===== src/hdl/rte_pkg.sv =====
`default_nettype none
package rte_pkg;

    localparam logic [15:0] EMPTY_MV_RST    = 16'd3300;
    localparam logic        TEST_MODE_RST   = 1'b0;
    localparam logic [15:0] RISE_MV_RST     = 16'd150;
    localparam logic [15:0] MIN_DROP_MV_RST = 16'd10;

    localparam logic [31:0] TEST_MIN_SAMPLES   = 32'd5;
    localparam logic [31:0] TEST_MIN_SECONDS   = 32'd120;
    localparam logic [31:0] NORMAL_MIN_SAMPLES = 32'd30;
    localparam logic [31:0] NORMAL_MIN_SECONDS = 32'd86400;

    localparam logic [15:0] QUOT_SAT = 16'hFFFF;

    typedef enum logic [1:0] {
        CFG_EMPTY_MV    = 2'd0,
        CFG_TEST_MODE   = 2'd1,
        CFG_RISE_MV     = 2'd2,
        CFG_MIN_DROP_MV = 2'd3
    } t_cfg_idx;

    typedef enum logic [2:0] {
        STS_ACCEPTED = 3'd0,
        STS_REJECTED = 3'd1,
        STS_STARTED  = 3'd2,
        STS_RESTART  = 3'd3,
        STS_CLEARED  = 3'd4
    } t_status;

    typedef enum logic {
        OP_ADD   = 1'b0,
        OP_CLEAR = 1'b1
    } t_opcode;

    typedef enum logic [1:0] {
        ST_IDLE,
        ST_EVAL,
        ST_DIV
    } t_state;

    typedef enum logic [1:0] {
        DV_IDLE,
        DV_MUL,
        DV_SAT,
        DV_DIV
    } t_div_state;

    // Request to the multiply/divide unit: quot = rem * secs / (drop * 8640).
    typedef struct packed {
        logic        start;
        logic [15:0] rem;
        logic [31:0] secs;
        logic [15:0] drop;
    } t_div_req;

    typedef struct packed {
        logic        done;
        logic [15:0] quot;
    } t_div_rsp;

endpackage
`default_nettype wire


===== src/hdl/rte_muldiv.sv =====
`default_nettype none
// Shift-add multiply then restoring divide, one 48-bit add/subtract per cycle.
module rte_muldiv (
    input  wire logic              i_clk,
    input  wire logic              i_rst_n,
    input  wire rte_pkg::t_div_req i_req,
    output rte_pkg::t_div_rsp      o_rsp
);

    rte_pkg::t_div_state r_state, n_state;
    logic [3:0]  r_cnt, n_cnt;
    logic [15:0] r_mplier, n_mplier;
    logic [31:0] r_mcand, n_mcand;
    logic [47:0] r_acc, n_acc;
    logic [47:0] r_dsh, n_dsh;
    logic [15:0] r_quot, n_quot;
    logic        r_done, n_done;

    logic [47:0] add_a, add_b;
    logic        add_sub;
    logic [48:0] add_sum;
    logic [47:0] den_sh;

    // drop * 8640 = drop * (2^13 + 2^8 + 2^7 + 2^6), placed 16 bits up
    assign den_sh = ({32'd0, i_req.drop} << 29) + ({32'd0, i_req.drop} << 24)
                  + ({32'd0, i_req.drop} << 23) + ({32'd0, i_req.drop} << 22);

    assign add_sum = {1'b0, add_a} + {1'b0, (add_sub ? ~add_b : add_b)}
                   + {48'd0, add_sub};

    always_comb begin
        n_state = r_state;
        case (r_state)
            rte_pkg::DV_IDLE: begin
                if (i_req.start) begin
                    n_state = rte_pkg::DV_MUL;
                end
            end
            rte_pkg::DV_MUL: begin
                if (r_cnt == 4'd0) begin
                    n_state = rte_pkg::DV_SAT;
                end
            end
            rte_pkg::DV_SAT: begin
                n_state = add_sum[48] ? rte_pkg::DV_IDLE : rte_pkg::DV_DIV;
            end
            rte_pkg::DV_DIV: begin
                if (r_cnt == 4'd0) begin
                    n_state = rte_pkg::DV_IDLE;
                end
            end
            default: n_state = rte_pkg::DV_IDLE;
        endcase
    end

    always_comb begin
        n_cnt    = r_cnt;
        n_mplier = r_mplier;
        n_mcand  = r_mcand;
        n_acc    = r_acc;
        n_dsh    = r_dsh;
        n_quot   = r_quot;
        n_done   = 1'b0;
        add_a    = r_acc;
        add_b    = r_dsh;
        add_sub  = 1'b1;
        case (r_state)
            rte_pkg::DV_IDLE: begin
                if (i_req.start) begin
                    n_cnt    = 4'd15;
                    n_mplier = i_req.rem;
                    n_mcand  = i_req.secs;
                    n_acc    = '0;
                    n_dsh    = den_sh;
                end
            end
            rte_pkg::DV_MUL: begin
                // MSB first: acc = 2 * acc + bit * secs
                add_a    = {r_acc[46:0], 1'b0};
                add_b    = r_mplier[15] ? {16'd0, r_mcand} : 48'd0;
                add_sub  = 1'b0;
                n_acc    = add_sum[47:0];
                n_mplier = {r_mplier[14:0], 1'b0};
                n_cnt    = r_cnt - 4'd1;
            end
            rte_pkg::DV_SAT: begin
                // quotient of 2^16 or more saturates
                if (add_sum[48]) begin
                    n_quot = rte_pkg::QUOT_SAT;
                    n_done = 1'b1;
                end else begin
                    n_quot = '0;
                    n_dsh  = {1'b0, r_dsh[47:1]};
                    n_cnt  = 4'd15;
                end
            end
            rte_pkg::DV_DIV: begin
                if (add_sum[48]) begin
                    n_acc = add_sum[47:0];
                end
                n_quot = {r_quot[14:0], add_sum[48]};
                n_dsh  = {1'b0, r_dsh[47:1]};
                n_cnt  = r_cnt - 4'd1;
                n_done = (r_cnt == 4'd0);
            end
            default: begin
                n_done = 1'b0;
            end
        endcase
    end

    always_ff @(posedge i_clk) begin
        if (!i_rst_n) begin
            r_state <= rte_pkg::DV_IDLE;
            r_done  <= 1'b0;
        end else begin
            r_state <= n_state;
            r_done  <= n_done;
        end
    end

    always_ff @(posedge i_clk) begin
        r_cnt    <= n_cnt;
        r_mplier <= n_mplier;
        r_mcand  <= n_mcand;
        r_acc    <= n_acc;
        r_dsh    <= n_dsh;
        r_quot   <= n_quot;
    end

    assign o_rsp.done = r_done;
    assign o_rsp.quot = r_quot;

endmodule
`default_nettype wire


===== src/hdl/battery_runtime_estimator_top.sv =====
`default_nettype none
// Battery runtime estimator.
// Input channel (i_in_valid / o_in_ready) carries one item: an opcode (add
// sample or clear), a voltage in mV and the seconds since the last sample.
// Output channel (o_out_valid / i_out_ready) returns exactly one result item
// per input item: status, sample count, learned seconds, estimate valid,
// remaining runtime in tenths of a day, and the ready flag.
// Configuration is a plain write port (i_cfg_we, i_cfg_index, i_cfg_data);
// write it only while no item is in flight.
// Clear, reject, start and restart items and samples without an estimate or at
// or below empty load the result register from the evaluate state. Otherwise
// the evaluate state starts the shared 48-bit add/subtract unit: 16 multiply
// steps, one saturation check, 16 divide steps and a registered done, which
// loads the result (the divide steps are skipped when the quotient saturates).
// One item is in flight at a time; o_in_ready is high only in idle with the
// result register empty or being taken; the next item waits for the result.
// Reset (synchronous, active low) clears all learning state, restores the
// register defaults and empties the result register.
// A stalled receiver holds the result in the output register; no new item is
// taken until it drains.
module battery_runtime_estimator_top (
    input  wire logic        i_clk,
    input  wire logic        i_rst_n,
    input  wire logic        i_in_valid,
    output logic             o_in_ready,
    input  wire logic        i_opcode,
    input  wire logic [15:0] i_voltage_mv,
    input  wire logic [23:0] i_elapsed_seconds,
    output logic             o_out_valid,
    input  wire logic        i_out_ready,
    output logic [2:0]       o_sample_status,
    output logic [31:0]      o_sample_total,
    output logic [31:0]      o_learned_seconds,
    output logic             o_estimate_valid,
    output logic [15:0]      o_estimate_tenth_days,
    output logic             o_ready_res,
    input  wire logic        i_cfg_we,
    input  wire logic [1:0]  i_cfg_index,
    input  wire logic [15:0] i_cfg_data
);

    // configuration
    logic [15:0] r_empty_mv;
    logic        r_test_mode;
    logic [15:0] r_rise_mv;
    logic [15:0] r_min_drop_mv;

    // sequencer
    rte_pkg::t_state r_state, n_state;
    logic            in_acc;
    logic            div_go;

    // captured item
    logic        r_op;
    logic [15:0] r_v;
    logic [23:0] r_el;

    // learning state
    logic [31:0] r_count, n_count;
    logic [31:0] r_secs, n_secs;
    logic [15:0] r_start, n_start;
    logic [15:0] r_last, n_last;
    logic [15:0] r_est, n_est;
    logic        r_ok, n_ok;
    logic        r_rdy, n_rdy;
    rte_pkg::t_status n_status;

    // result register
    logic             r_out_valid, n_out_valid;
    rte_pkg::t_status r_o_status, r_pend_status;
    logic [31:0]      r_o_count, r_o_secs;
    logic             r_o_ok, r_o_rdy;
    logic [15:0]      r_o_est;
    logic             out_load;

    // sample arithmetic
    logic [32:0] secs_sum;
    logic [16:0] rise_lvl;
    logic [31:0] cnt_inc;
    logic [15:0] drop;
    logic [31:0] min_n, min_s;

    rte_pkg::t_div_req div_req;
    rte_pkg::t_div_rsp div_rsp;

    rte_muldiv u_muldiv (
        .i_clk   (i_clk),
        .i_rst_n (i_rst_n),
        .i_req   (div_req),
        .o_rsp   (div_rsp)
    );

    assign o_in_ready = (r_state == rte_pkg::ST_IDLE) && (!r_out_valid || i_out_ready);
    assign in_acc     = i_in_valid && o_in_ready;

    // configuration writes
    always_ff @(posedge i_clk) begin
        if (!i_rst_n) begin
            r_empty_mv    <= rte_pkg::EMPTY_MV_RST;
            r_test_mode   <= rte_pkg::TEST_MODE_RST;
            r_rise_mv     <= rte_pkg::RISE_MV_RST;
            r_min_drop_mv <= rte_pkg::MIN_DROP_MV_RST;
        end else if (i_cfg_we) begin
            case (i_cfg_index)
                rte_pkg::CFG_EMPTY_MV:    r_empty_mv    <= i_cfg_data;
                rte_pkg::CFG_TEST_MODE:   r_test_mode   <= i_cfg_data[0];
                rte_pkg::CFG_RISE_MV:     r_rise_mv     <= i_cfg_data;
                rte_pkg::CFG_MIN_DROP_MV: r_min_drop_mv <= i_cfg_data;
                default:                  r_test_mode   <= r_test_mode;
            endcase
        end
    end

    // capture the item
    always_ff @(posedge i_clk) begin
        if (in_acc) begin
            r_op <= i_opcode;
            r_v  <= i_voltage_mv;
            r_el <= i_elapsed_seconds;
        end
    end

    always_comb begin
        n_state = r_state;
        case (r_state)
            rte_pkg::ST_IDLE: begin
                if (in_acc) begin
                    n_state = rte_pkg::ST_EVAL;
                end
            end
            rte_pkg::ST_EVAL: begin
                n_state = div_go ? rte_pkg::ST_DIV : rte_pkg::ST_IDLE;
            end
            rte_pkg::ST_DIV: begin
                if (div_rsp.done) begin
                    n_state = rte_pkg::ST_IDLE;
                end
            end
            default: n_state = rte_pkg::ST_IDLE;
        endcase
    end

    assign secs_sum = {1'b0, r_secs} + {9'd0, r_el};
    assign rise_lvl = {1'b0, r_last} + {1'b0, r_rise_mv};
    assign cnt_inc  = (r_count == '1) ? r_count : r_count + 32'd1;
    assign drop     = r_start - r_v;
    assign min_n    = r_test_mode ? rte_pkg::TEST_MIN_SAMPLES : rte_pkg::NORMAL_MIN_SAMPLES;
    assign min_s    = r_test_mode ? rte_pkg::TEST_MIN_SECONDS : rte_pkg::NORMAL_MIN_SECONDS;

    // evaluate the item against the learning state
    always_comb begin
        n_count  = r_count;
        n_secs   = r_secs;
        n_start  = r_start;
        n_last   = r_last;
        n_est    = r_est;
        n_ok     = r_ok;
        n_rdy    = r_rdy;
        n_status = rte_pkg::STS_ACCEPTED;
        div_go   = 1'b0;
        out_load = 1'b0;
        case (r_state)
            rte_pkg::ST_EVAL: begin
                if (r_op == rte_pkg::OP_CLEAR) begin
                    n_count  = '0;
                    n_secs   = '0;
                    n_start  = '0;
                    n_last   = '0;
                    n_est    = '0;
                    n_ok     = 1'b0;
                    n_rdy    = 1'b0;
                    n_status = rte_pkg::STS_CLEARED;
                end else if (r_v == 16'd0) begin
                    n_status = rte_pkg::STS_REJECTED;
                end else if (r_count == 32'd0 || r_start == 16'd0
                             || {1'b0, r_v} >= rise_lvl) begin
                    // restart learning from this voltage
                    n_count  = 32'd1;
                    n_secs   = '0;
                    n_start  = r_v;
                    n_last   = r_v;
                    n_est    = '0;
                    n_ok     = 1'b0;
                    n_rdy    = 1'b0;
                    n_status = (r_count == 32'd0 || r_start == 16'd0)
                             ? rte_pkg::STS_STARTED : rte_pkg::STS_RESTART;
                end else begin
                    n_count  = cnt_inc;
                    n_secs   = secs_sum[32] ? '1 : secs_sum[31:0];
                    n_last   = r_v;
                    n_est    = '0;
                    n_ok     = 1'b0;
                    n_rdy    = 1'b0;
                    if (cnt_inc >= 32'd2 && n_secs != 32'd0 && r_v < r_start
                        && drop >= r_min_drop_mv) begin
                        n_ok  = 1'b1;
                        n_rdy = (cnt_inc >= min_n) && (n_secs >= min_s);
                        // above empty: hand the quotient to the multiply/divide unit
                        div_go = (r_v > r_empty_mv);
                    end
                end
                out_load = !div_go;
            end
            rte_pkg::ST_DIV: begin
                if (div_rsp.done) begin
                    n_est    = div_rsp.quot;
                    n_status = r_pend_status;
                    out_load = 1'b1;
                end
            end
            default: begin
                out_load = 1'b0;
            end
        endcase
    end

    assign div_req.start = div_go;
    assign div_req.rem   = r_v - r_empty_mv;
    assign div_req.secs  = n_secs;
    assign div_req.drop  = drop;

    // hold the result until the receiver takes it
    always_comb begin
        n_out_valid = r_out_valid;
        if (out_load) begin
            n_out_valid = 1'b1;
        end else if (i_out_ready) begin
            n_out_valid = 1'b0;
        end
    end

    always_ff @(posedge i_clk) begin
        if (!i_rst_n) begin
            r_state     <= rte_pkg::ST_IDLE;
            r_out_valid <= 1'b0;
            r_count     <= '0;
            r_secs      <= '0;
            r_start     <= '0;
            r_last      <= '0;
            r_est       <= '0;
            r_ok        <= 1'b0;
            r_rdy       <= 1'b0;
        end else begin
            r_state     <= n_state;
            r_out_valid <= n_out_valid;
            r_count     <= n_count;
            r_secs      <= n_secs;
            r_start     <= n_start;
            r_last      <= n_last;
            r_est       <= n_est;
            r_ok        <= n_ok;
            r_rdy       <= n_rdy;
        end
    end

    always_ff @(posedge i_clk) begin
        if (r_state == rte_pkg::ST_EVAL) begin
            r_pend_status <= n_status;
        end
        if (out_load) begin
            r_o_status <= n_status;
            r_o_count  <= n_count;
            r_o_secs   <= n_secs;
            r_o_ok     <= n_ok;
            r_o_est    <= n_est;
            r_o_rdy    <= n_rdy;
        end
    end

    assign o_out_valid           = r_out_valid;
    assign o_sample_status       = r_o_status;
    assign o_sample_total        = r_o_count;
    assign o_learned_seconds     = r_o_secs;
    assign o_estimate_valid      = r_o_ok;
    assign o_estimate_tenth_days = r_o_est;
    assign o_ready_res           = r_o_rdy;

endmodule
`default_nettype wire


===== config.mk =====
export PLATFORM = sky130hd
export DESIGN_NAME = battery_runtime_estimator_top
export DESIGN_NICKNAME = d
export VERILOG_FILES = /design/src/hdl/rte_pkg.sv /design/src/hdl/rte_muldiv.sv /design/src/hdl/battery_runtime_estimator_top.sv
export SDC_FILE = /design/constraint.sdc
export NUM_CORES = 1
export LEC_CHECK = 0
export ABC_CLOCK_PERIOD_IN_PS = 9100
export BUFFER_PORTS_ARGS = -buffer_cell sky130_fd_sc_hd__buf_2
export CAP_MARGIN = 40
export CORE_MARGIN = 2
export CORE_UTILIZATION = 55
export DETAILED_ROUTE_END_ITERATION = 16
export GPL_TIMING_DRIVEN = 0
export PLACE_DENSITY = 0.8
export SYNTH_ARGS = -nofsm -noshare
export SYNTH_HDL_FRONTEND = slang
export SYNTH_SLANG_ARGS = --single-unit
export TNS_END_PERCENT = 30

===== constraint.sdc =====
create_clock -name i_clk -period 9.1 [get_ports i_clk]
set_input_delay 0.91 -clock i_clk [delete_from_list [all_inputs] [get_ports i_clk]]
set_output_delay 0.91 -clock i_clk [all_outputs]
set_load 0.01 [all_outputs]

# [After elaboration in Yosys (flattened, before gate mapping)]
# Cells that the tools add are included.
[classes] n_addsub=11 n_lt_le_gt_ge=7 n_eq_ne=17 mux=76 n_bitwise=1 reduce_logical=39
[ops] operator="2-to-1 mux 32 bit" count=11
[ops] operator="2-to-1 mux 48 bit" count=7
[ops] operator="case mux 48 bit (3 select lines)" count=2
[ops] operator="2-to-1 mux 16 bit" count=10
[ops] operator="case mux 16 bit (2 select lines)" count=3
[ops] operator="adder 48 x 48 -> 49 bit" count=1
[ops] operator="adder 49 x 1 -> 49 bit" count=1
[ops] operator="adder 48 x 38 -> 48 bit" count=1
[ops] operator="adder 48 x 39 -> 48 bit" count=1
[ops] operator="NOT 48 bit" count=1
[ops] operator="adder 45 x 40 -> 46 bit" count=1
[ops] operator="adder 32 x 24 -> 33 bit" count=1
[ops] operator="adder 32 x 1 -> 32 bit, second input constant" count=1
[ops] operator="== test 32 bit, second input constant" count=1
[ops] operator=">= comparator 32 x 17 -> 1 bit" count=1
[ops] operator=">= comparator 32 x 2 -> 1 bit, second input constant" count=1
[ops] operator=">= comparator 32 x 5 -> 1 bit" count=1
[ops] operator="zero test 16 bit" count=2
[ops] operator="zero test 32 bit" count=1
[ops] operator="nonzero test 32 bit" count=1
[ops] operator="subtractor 16 bit" count=2
[ops] operator="2-to-1 mux 1 bit" count=22
[ops] operator="2-to-1 mux 2 bit" count=9
[ops] operator="AND reduction 2 bit" count=9
[ops] operator="other kinds (28)" count=60
[totals] reg_bits=462 in_bits=64 out_inout_bits=87

# [Logic depth before layout (Yosys ltp)]
# Gate-level depths: netlist of the first run.
[depth] ltp_word=14 depth_mapped=27 ltp_nobuf=27

# [Cells and area by module]
# From an unflattened synthesis of the first run, not the netlist that was laid out.
[unflattened] hier_cells=3047 area_unflattened_um2=28227.1
[by_module_without_submodules] module="battery_runtime_estimator_top" instances=1 cells_each=1855 area_per_inst_um2=17006.3 seq_area_each_um2=7196.9
[by_module_without_submodules] module="rte_muldiv" instances=1 cells_each=1192 area_per_inst_um2=11220.8 seq_area_each_um2=4924.7

# [Worst setup path after synthesis of the first run]
# Ideal clock, no wire load.
[synth_timing] path_kind="register to register" start="register r_rise_mv[0]" end="register u_muldiv.r_dsh[0] (enable)" setup_time_ns=0.472 t_arrival_ns=6.406 required_time_ns=8.628 setup_slack_ns=2.222 stages_incl_launch_ff=26 n_path_buf=0 synth_period_minus_slack_ns=6.878 path_cell_list="dfxtp_1 > ha_1 > inv_1 > fa_1 > nor2b_1 > o21ai_0 > a21oi_1 > o21ai_0 > a21oi_1 > o21ai_0 > a21oi_1 > o21ai_0 > nor2b_1 > xor2_1 > ha_1 > a21oi_1 > nor2b_1 > o21ai_0 > nand2_1 > nor2_1 > a211o_1 > a21oi_1 > a21oi_1 > and4_1 > o211ai_1 > a22oi_1"
[synth_between] elab_chain_cells=10
[synth_lines] element="start: declaration" line="battery_runtime_estimator_top.sv:45" rtl="logic [15:0] r_rise_mv;"
[synth_lines] element="start signal: assignment" line="battery_runtime_estimator_top.sv:101" rtl="r_rise_mv <= rte_pkg::RISE_MV_RST;"
[synth_lines] element="start signal: assignment" line="battery_runtime_estimator_top.sv:107" rtl="rte_pkg::CFG_RISE_MV: r_rise_mv <= i_cfg_data;"
[synth_lines] element="adder 16 x 16 -> 17 bit" line="battery_runtime_estimator_top.sv:144" rtl="assign rise_lvl = {1'b0, r_last} + {1'b0, r_rise_mv};"
[synth_lines] element=">= comparator 16 x 17 -> 1 bit" line="battery_runtime_estimator_top.sv:176" rtl="|| {1'b0, r_v} >= rise_lvl) begin"
[synth_lines] element="logical OR 1 bit" line="battery_runtime_estimator_top.sv:176"
[synth_lines] element="2-to-1 mux 1 bit" line="battery_runtime_estimator_top.sv:175" rtl="end else if (r_count == 32'd0 || r_start == 16'd0"
[synth_lines] element="2-to-1 mux 1 bit" line="battery_runtime_estimator_top.sv:173" rtl="end else if (r_v == 16'd0) begin"
[synth_lines] element="2-to-1 mux 1 bit" line="battery_runtime_estimator_top.sv:164" rtl="if (r_op == rte_pkg::OP_CLEAR) begin"
[synth_lines] element="2-to-1 mux 1 bit (2 in series)" line="battery_runtime_estimator_top.sv:162" rtl="case (r_state)"
[synth_lines] element="!= test 2 bit (no line)"
[synth_lines] element="AND reduction 3 bit (no line)"
[synth_lines] element="end signal: assignment" line="rte_muldiv.sv:127" rtl="r_dsh <= n_dsh;"
[synth_lines] element="end: declaration" line="rte_muldiv.sv:15" rtl="logic [47:0] r_dsh, n_dsh;"
# No other way between the ends. The select of a mux whose other input is x is not followed.
# A chain may end at the register's enable or synchronous reset.

# [Worst setup path after layout of the first run]
[layout_timing] start="register r_v[1]" end="register u_muldiv.r_dsh[42], data pin"
[layout_between] elab_chain_cells=6
[layout_lines] element="start: declaration" line="battery_runtime_estimator_top.sv:55" rtl="logic [15:0] r_v;"
[layout_lines] element="start signal: assignment" line="battery_runtime_estimator_top.sv:118" rtl="r_v <= i_voltage_mv;"
[layout_lines] element="subtractor 16 bit *" line="battery_runtime_estimator_top.sv:146" rtl="assign drop = r_start - r_v;"
[layout_lines] element="adder 45 x 40 -> 46 bit" line="rte_muldiv.sv:25" rtl="assign den_sh = ({32'd0, i_req.drop} << 29) + ({32'd0, i_req.drop} << 24)"
[layout_lines] element="adder 48 x 39 -> 48 bit" line="rte_muldiv.sv:26" rtl="+ ({32'd0, i_req.drop} << 23) + ({32'd0, i_req.drop} << 22);"
[layout_lines] element="adder 48 x 38 -> 48 bit *" line="rte_muldiv.sv:26"
[layout_lines] element="2-to-1 mux 48 bit *" line="rte_muldiv.sv:69" rtl="if (i_req.start) begin"
[layout_lines] element="case mux 48 bit (3 select lines) *" line="rte_muldiv.sv:67" rtl="case (r_state)"
[layout_lines] element="named net u_muldiv.n_dsh[42]" line="rte_muldiv.sv:15"
# The timed path passes the listed nets; every way through them passes the cells marked *. The select of a mux whose other input is x is not followed.

==> flow_summary.ini, run 1 <==
[route]
first_pass_iters = 6
wl_per_cell_um = 20.3
vias = 24852
vias_per_cell = 6.08
routed_wl_um = 82800
antenna_left = 0
drtIter0Drc = 2146
drc = 0

[sta]
slew_violations = 0
fin_hold_ws_ns = 0.462
finalCritPeriodShare_pct = 77.0
finalHoldViolCount = 0
setup_tns_ns = 0
tightest_slew_ns = 0.928
fin_ws_ns = 2.09
grt_setup_unrepaired = false
fin_crit_ns = 7.01
max_clock_freq_mhz = 143
clock-skew-final_ns = 0.0467
slew_headroom_pct = 37.7
setup-violations-final = 0

[layout]
area_delta_synth_final_pct = 12.3
postLayoutCoreUtil_pct = 62.8
nets = 3642
antenna_cells = 0
fin_cells = 4086
final_cell_area_um2 = 32300
drive_above_1_share_pct = 9.25

[floorplan]
core_area_um2 = 51500
fp.dieW_um = 233
initial_core_util_pct = 55.9
fp-row-count = 83
io_pins = 151
die_h_um = 233
die_area_um2 = 54200

[placement]
placed_cells = 3994
port_buffers = 149
globalplace.congestion = 0.965
dp_slack_ns = 2.29
place_area_um2 = 30600
dp_hpwl_um = 62300

[grt]
grt_pass1_wl_um = 128000
antenna_found_initial = 2
grt_overflow = 0
grt_use_total_pct = 30.3
grt_max_degree = 48
grt_pass1_vias = 23328

[run]
cap_violations = 0

[power_and_ir_drop]
power_mw = 5.97
power_frac_clock_pct = 36.0
p_switching_mw = 1.78
p_leak_nw = 13.1
power.internal_mw = 4.19
vdd_ir_drop_max_uv = 165
p_seq_share_pct = 39.4
swShare_pct = 29.8
power_density_nw_per_um2 = 185
comb_power_share_pct = 24.6

[critical_path]
worstPathArrival_ns = 7.32
r2r_slack_ns = 2.09
critPathKind = reg -> reg
crit_fanout = 6
cp.required_ns = 9.41
timing.critical_path.mode_cell = ha_1
cp-end-kind = flop
startpoint = r_v[1]
slowest_delay_ns = 0.61
crit_slowest_cell = xor2_1
cp_top_family = compound AO/OA/AOI/OAI gates
start_kind = flop
r2r-end = u_muldiv.r_dsh[42]
reg2reg_depth = 26
r2r-start = r_v[1]
cp_num_buf_inv = 2

[outcome]
status = finished, final reports clean

[clock_network]
clkSinkCount = 461
clkTransAtPathRegs_ns = 0.06
clockRootBuffer = clkbuf_16
hold_buffers = 0
insertion_delay_ns = 0.63
cts_buffer_depth = 3
cts_buffers = 49
h-tree-depth = 2
cts_tree = built
cts_setup_buffers = 0
cts.repair.resized = 0

[yosys]
ys_ff_latch = 461
synth.most_common_cell = nand2_1
synth_flop_cell = edfxtp_1
syn-num-nets = 3432
async_flop_share_pct = 0
yosys-top-cells-count = nand2_1 (450), edfxtp_1 (292), a21oi_1 (207)
synth_cell_types = 100
ys.warnings.count = 0
yosysTopAreaCell = edfxtp_1
synthCells = 3155
synth_area_per_cell_um2 = 9.13
synth_edf_count = 292
synth.area.top_cells = edfxtp_1 (30%), dfxtp_1 (12%), ha_1 (8.6%)
syn-cell-area_um2 = 28800
synth-seq-area-share_pct = 42.2
synth_top_area_share_pct = 30.4

[hold_path]
min_to = r_v[10]
hold_class = in -> reg
hold_depth = 1
min_from = i_voltage_mv[10]
[cells by family (layout without fill, tap and decap cells)]
logic type                 count (synthesis)  after routing  share of synthesized area (%)
and+or+nand+nor                         1149           1149                           19.4
AOI/OAI and AO/OA                        864            864                           19.8
DFF                                      461            461                           42.2
buffers and inverters                    318            569                           4.23
adders and majority gates                216            216                           9.75
xor gates and xnor gates                 129            129                           4.00
muxes                                     17             17                          0.608
other                                      1              1                         0.0130
[layout make-up]
class / instances / area [um2]
Tap cell: 680 / 851
Inverter: 161 / 604
Clock inverter: 30 / 348
Clock buffer: 62 / 1390
Timing Repair Buffer: 159 / 906
Buffer: 157 / 613
Sequential cell: 461 / 12200
Fill cell: 4307 / 19200
Multi-Input combinational cell: 2376 / 15500
[cell usage in the layout, fill, tap and decap left out, types with 37 or more instances in the layout]
master / netlist / final
nand2_1: 450 / 450
edfxtp_1: 292 / 292
a21oi_1: 207 / 206
ha_1: 198 / 198
nor2_1: 185 / 184
o21ai_0: 179 / 179
dfxtp_1: 169 / 169
buf_2: 11 / 161
inv_1: 157 / 156
clkbuf_1: 138 / 143
a21o_1: 104 / 104
and2_1: 101 / 101
xnor2_1: 77 / 77
a21boi_0: 74 / 74
nand3_1: 72 / 72
nor3_1: 56 / 56
clkbuf_16: 0 / 53
xor2_1: 50 / 50
nor2b_1: 48 / 48
nand4_1: 42 / 42
nand2b_1: 37 / 37
[state kept, by name (all words and copies together), names as in the netlist, 24 cells and up]
register	count
o_learned_seconds	32
o_sample_total	32
r_count	32
r_el	24
r_secs	32
u_muldiv.r_acc	48
u_muldiv.r_dsh	47
u_muldiv.r_mcand	32
[worst max-delay path by stage]
stage | cells past startpoint | slack (ns) | end
finish | 26 | 2.09 | u_muldiv.r_dsh[42]
global route | 26 | 1.72 | u_muldiv.r_dsh[42]
floorplan | 25 | 2.22 | u_muldiv.r_dsh[0]
CTS | 26 | 2.22 | u_muldiv.r_dsh[42]
global placement | 19 | -0.28 | u_muldiv.r_dsh[11]
detailed placement | 26 | 2.29 | u_muldiv.r_dsh[42]
[power groups by stage]
stage	sequential, mW	combinational, mW	clock (mW)
after floorplan	2.38	1.12	0
after global placement	2.39	1.40	0
after detailed placement	2.39	1.43	0
after CTS	2.35	1.46	2.16
after global routing	2.35	1.65	2.24
final	2.35	1.47	2.15
[per-layer routing]
metal | wire [um] | up-vias | track usage, %
met3 | 7460 | 191 | 5.96
met1 | 34300 | 11696 | 40.2
met4 | 3380 | 0 | 11.8
li1 | - | 11853 | -
met2 | 37700 | 1112 | 48.7
met5 | 0 | - | 0
Power figures use the tool's default switching activity.
==> inputs of run 2 (changes only) <==
ABC_CLOCK_PERIOD_IN_PS = 6000   (was 9100)
PLACE_DENSITY = 0.83   (was 0.8)
clock period = 6 ns   (was 9.1 ns; I/O delays follow)
==> flow_summary.ini, run 2 (synthesized netlist as in run 1, its figures left out) <==
[placement]
dp_hpwl_um = 63000
placed_cells = 3993
port_buffers = 149
globalplace.congestion = 0.987

[critical_path]
cp.required_ns = 6.33
crit_slowest_cell = fa_1
crit_fanout = 5
r2r_slack_ns = 0.08
r2r-start = r_v[0]
slowest_delay_ns = 0.49
start_kind = flop
cp_top_family = compound AO/OA/AOI/OAI gates
startpoint = r_v[0]
path_depth = 26
r2r-end = u_muldiv.r_dsh[42]
cp_num_buf_inv = 2
reg2reg_depth = 26
timing.critical_path.mode_cell = o211ai_1
worstPathArrival_ns = 6.24
critPathKind = reg -> reg
cp-end-kind = flop

[clock_network]
cts_tree = built
cts_buffers = 49
clockRootBuffer = clkbuf_16
hold_buffers = 0
clkTransAtPathRegs_ns = 0.06
h-tree-depth = 2
insertion_delay_ns = 0.62
cts_buffer_depth = 3
clkSinkCount = 461

[route]
drc = 0
routed_wl_um = 87400
vias_per_cell = 6.27
first_pass_iters = 6
vias = 25883
wl_per_cell_um = 21.2
antenna_left = 0
drtIter0Drc = 2866

[hold_path]
hold_depth = 1
hold_class = in -> reg
min_from = i_opcode
min_to = r_op

[sta]
finalHoldViolCount = 0
fin_crit_ns = 5.92
slew_headroom_pct = 24.5
slew_violations = 0
fin_hold_ws_ns = 0.157
finalCritPeriodShare_pct = 98.6
setup-violations-final = 0
grt_setup_unrepaired = true
tightest_slew_ns = 1.12
clock-skew-final_ns = 0.0295
max_clock_freq_mhz = 169
setup_tns_ns = 0

[outcome]
status = finished, final reports clean

[layout]
postLayoutCoreUtil_pct = 64.2
regMostFlops = u_muldiv.r_acc
fin_cells = 4129
final_common_cell = nand2_1
final_cell_mix = nand2_1 (449), edfxtp_1 (292), a21oi_1 (198)
top_regs = u_muldiv.r_acc x48, u_muldiv.r_dsh x47
antenna_cells = 0
nets = 3686
fill_cells = 4112
area_delta_synth_final_pct = 14.9
largest_reg_flops = 48
drive_above_1_share_pct = 12.5

[power_and_ir_drop]
vdd_ir_drop_max_uv = 243
power_mw = 9.39
p_leak_nw = 13.4
power_density_nw_per_um2 = 284

[floorplan]
die_area_um2 = 54200
core_area_um2 = 51500
fp-row-count = 83
io_pins = 151
initial_core_util_pct = 55.9
die_h_um = 233
fp.dieW_um = 233

[grt]
grt_overflow = 0
grt_use_total_pct = 31.1
antenna_found_initial = 4
grt_pass1_vias = 24632
grt_max_degree = 48
grt_pass1_wl_um = 132000

[run]
cap_violations = 0
-- run 2: area by class of cell --
cell class                      instances  area, um2  area share, %
Buffer                                150        608           1.84
Tap cell                              680        851           2.57
Multi-Input combinational cell       2380      15900           48.1
Timing Repair Buffer                  206       1250           3.79
Sequential cell                       461      12200           36.7
Clock buffer                           64       1390           4.19
Clock inverter                         27        324          0.979
Inverter                              161        604           1.83
-- run 2: how the worst max path moves through the flow --
stage / end
global placement: o_estimate_tenth_days[12]
CTS: u_muldiv.r_dsh[42]
floorplan: o_estimate_tenth_days[0]
global route: u_muldiv.r_dsh[41]
finish: u_muldiv.r_dsh[42]
detailed placement: u_muldiv.r_dsh[42]
-- run 2: through the flow --
stage	setup slack, ns	cell area [um2]
3_5_place_dp	-0.939	30600
4_1_cts	-0.00610	32700
2_1_floorplan	-0.336	28800
5_1_grt	-0.121	33100
6_report	0.0842	33100
3_3_place_gp	-2.10	30400
-- run 2: report_power, final --
| part | internal [mW] | switching, mW |
|---|---|---|
| Combinational | 1.15 | 1.45 |
| Clock | 1.87 | 1.37 |
| Sequential | 3.51 | 0.0465 |
-- run 2: what timing repair did --
action | 4_1_cts | 5_1_grt
buffers inserted | 27 | 20
pin swaps | 29 | 29
endpoints found under the setup margin | 221 | 309
cloned | 1 | 3
gates resized for setup | 48 | 52
-- run 2: per-layer routing --
metal / up-vias / GRT usage [%] / routed length, um
li1: 11948 / - / -
met1: 12269 / 40.0 / 34600
met2: 1368 / 50.6 / 39500
met3: 294 / 5.98 / 8760
met4: 4 / 14.8 / 4460
met5: - / 0 / 25
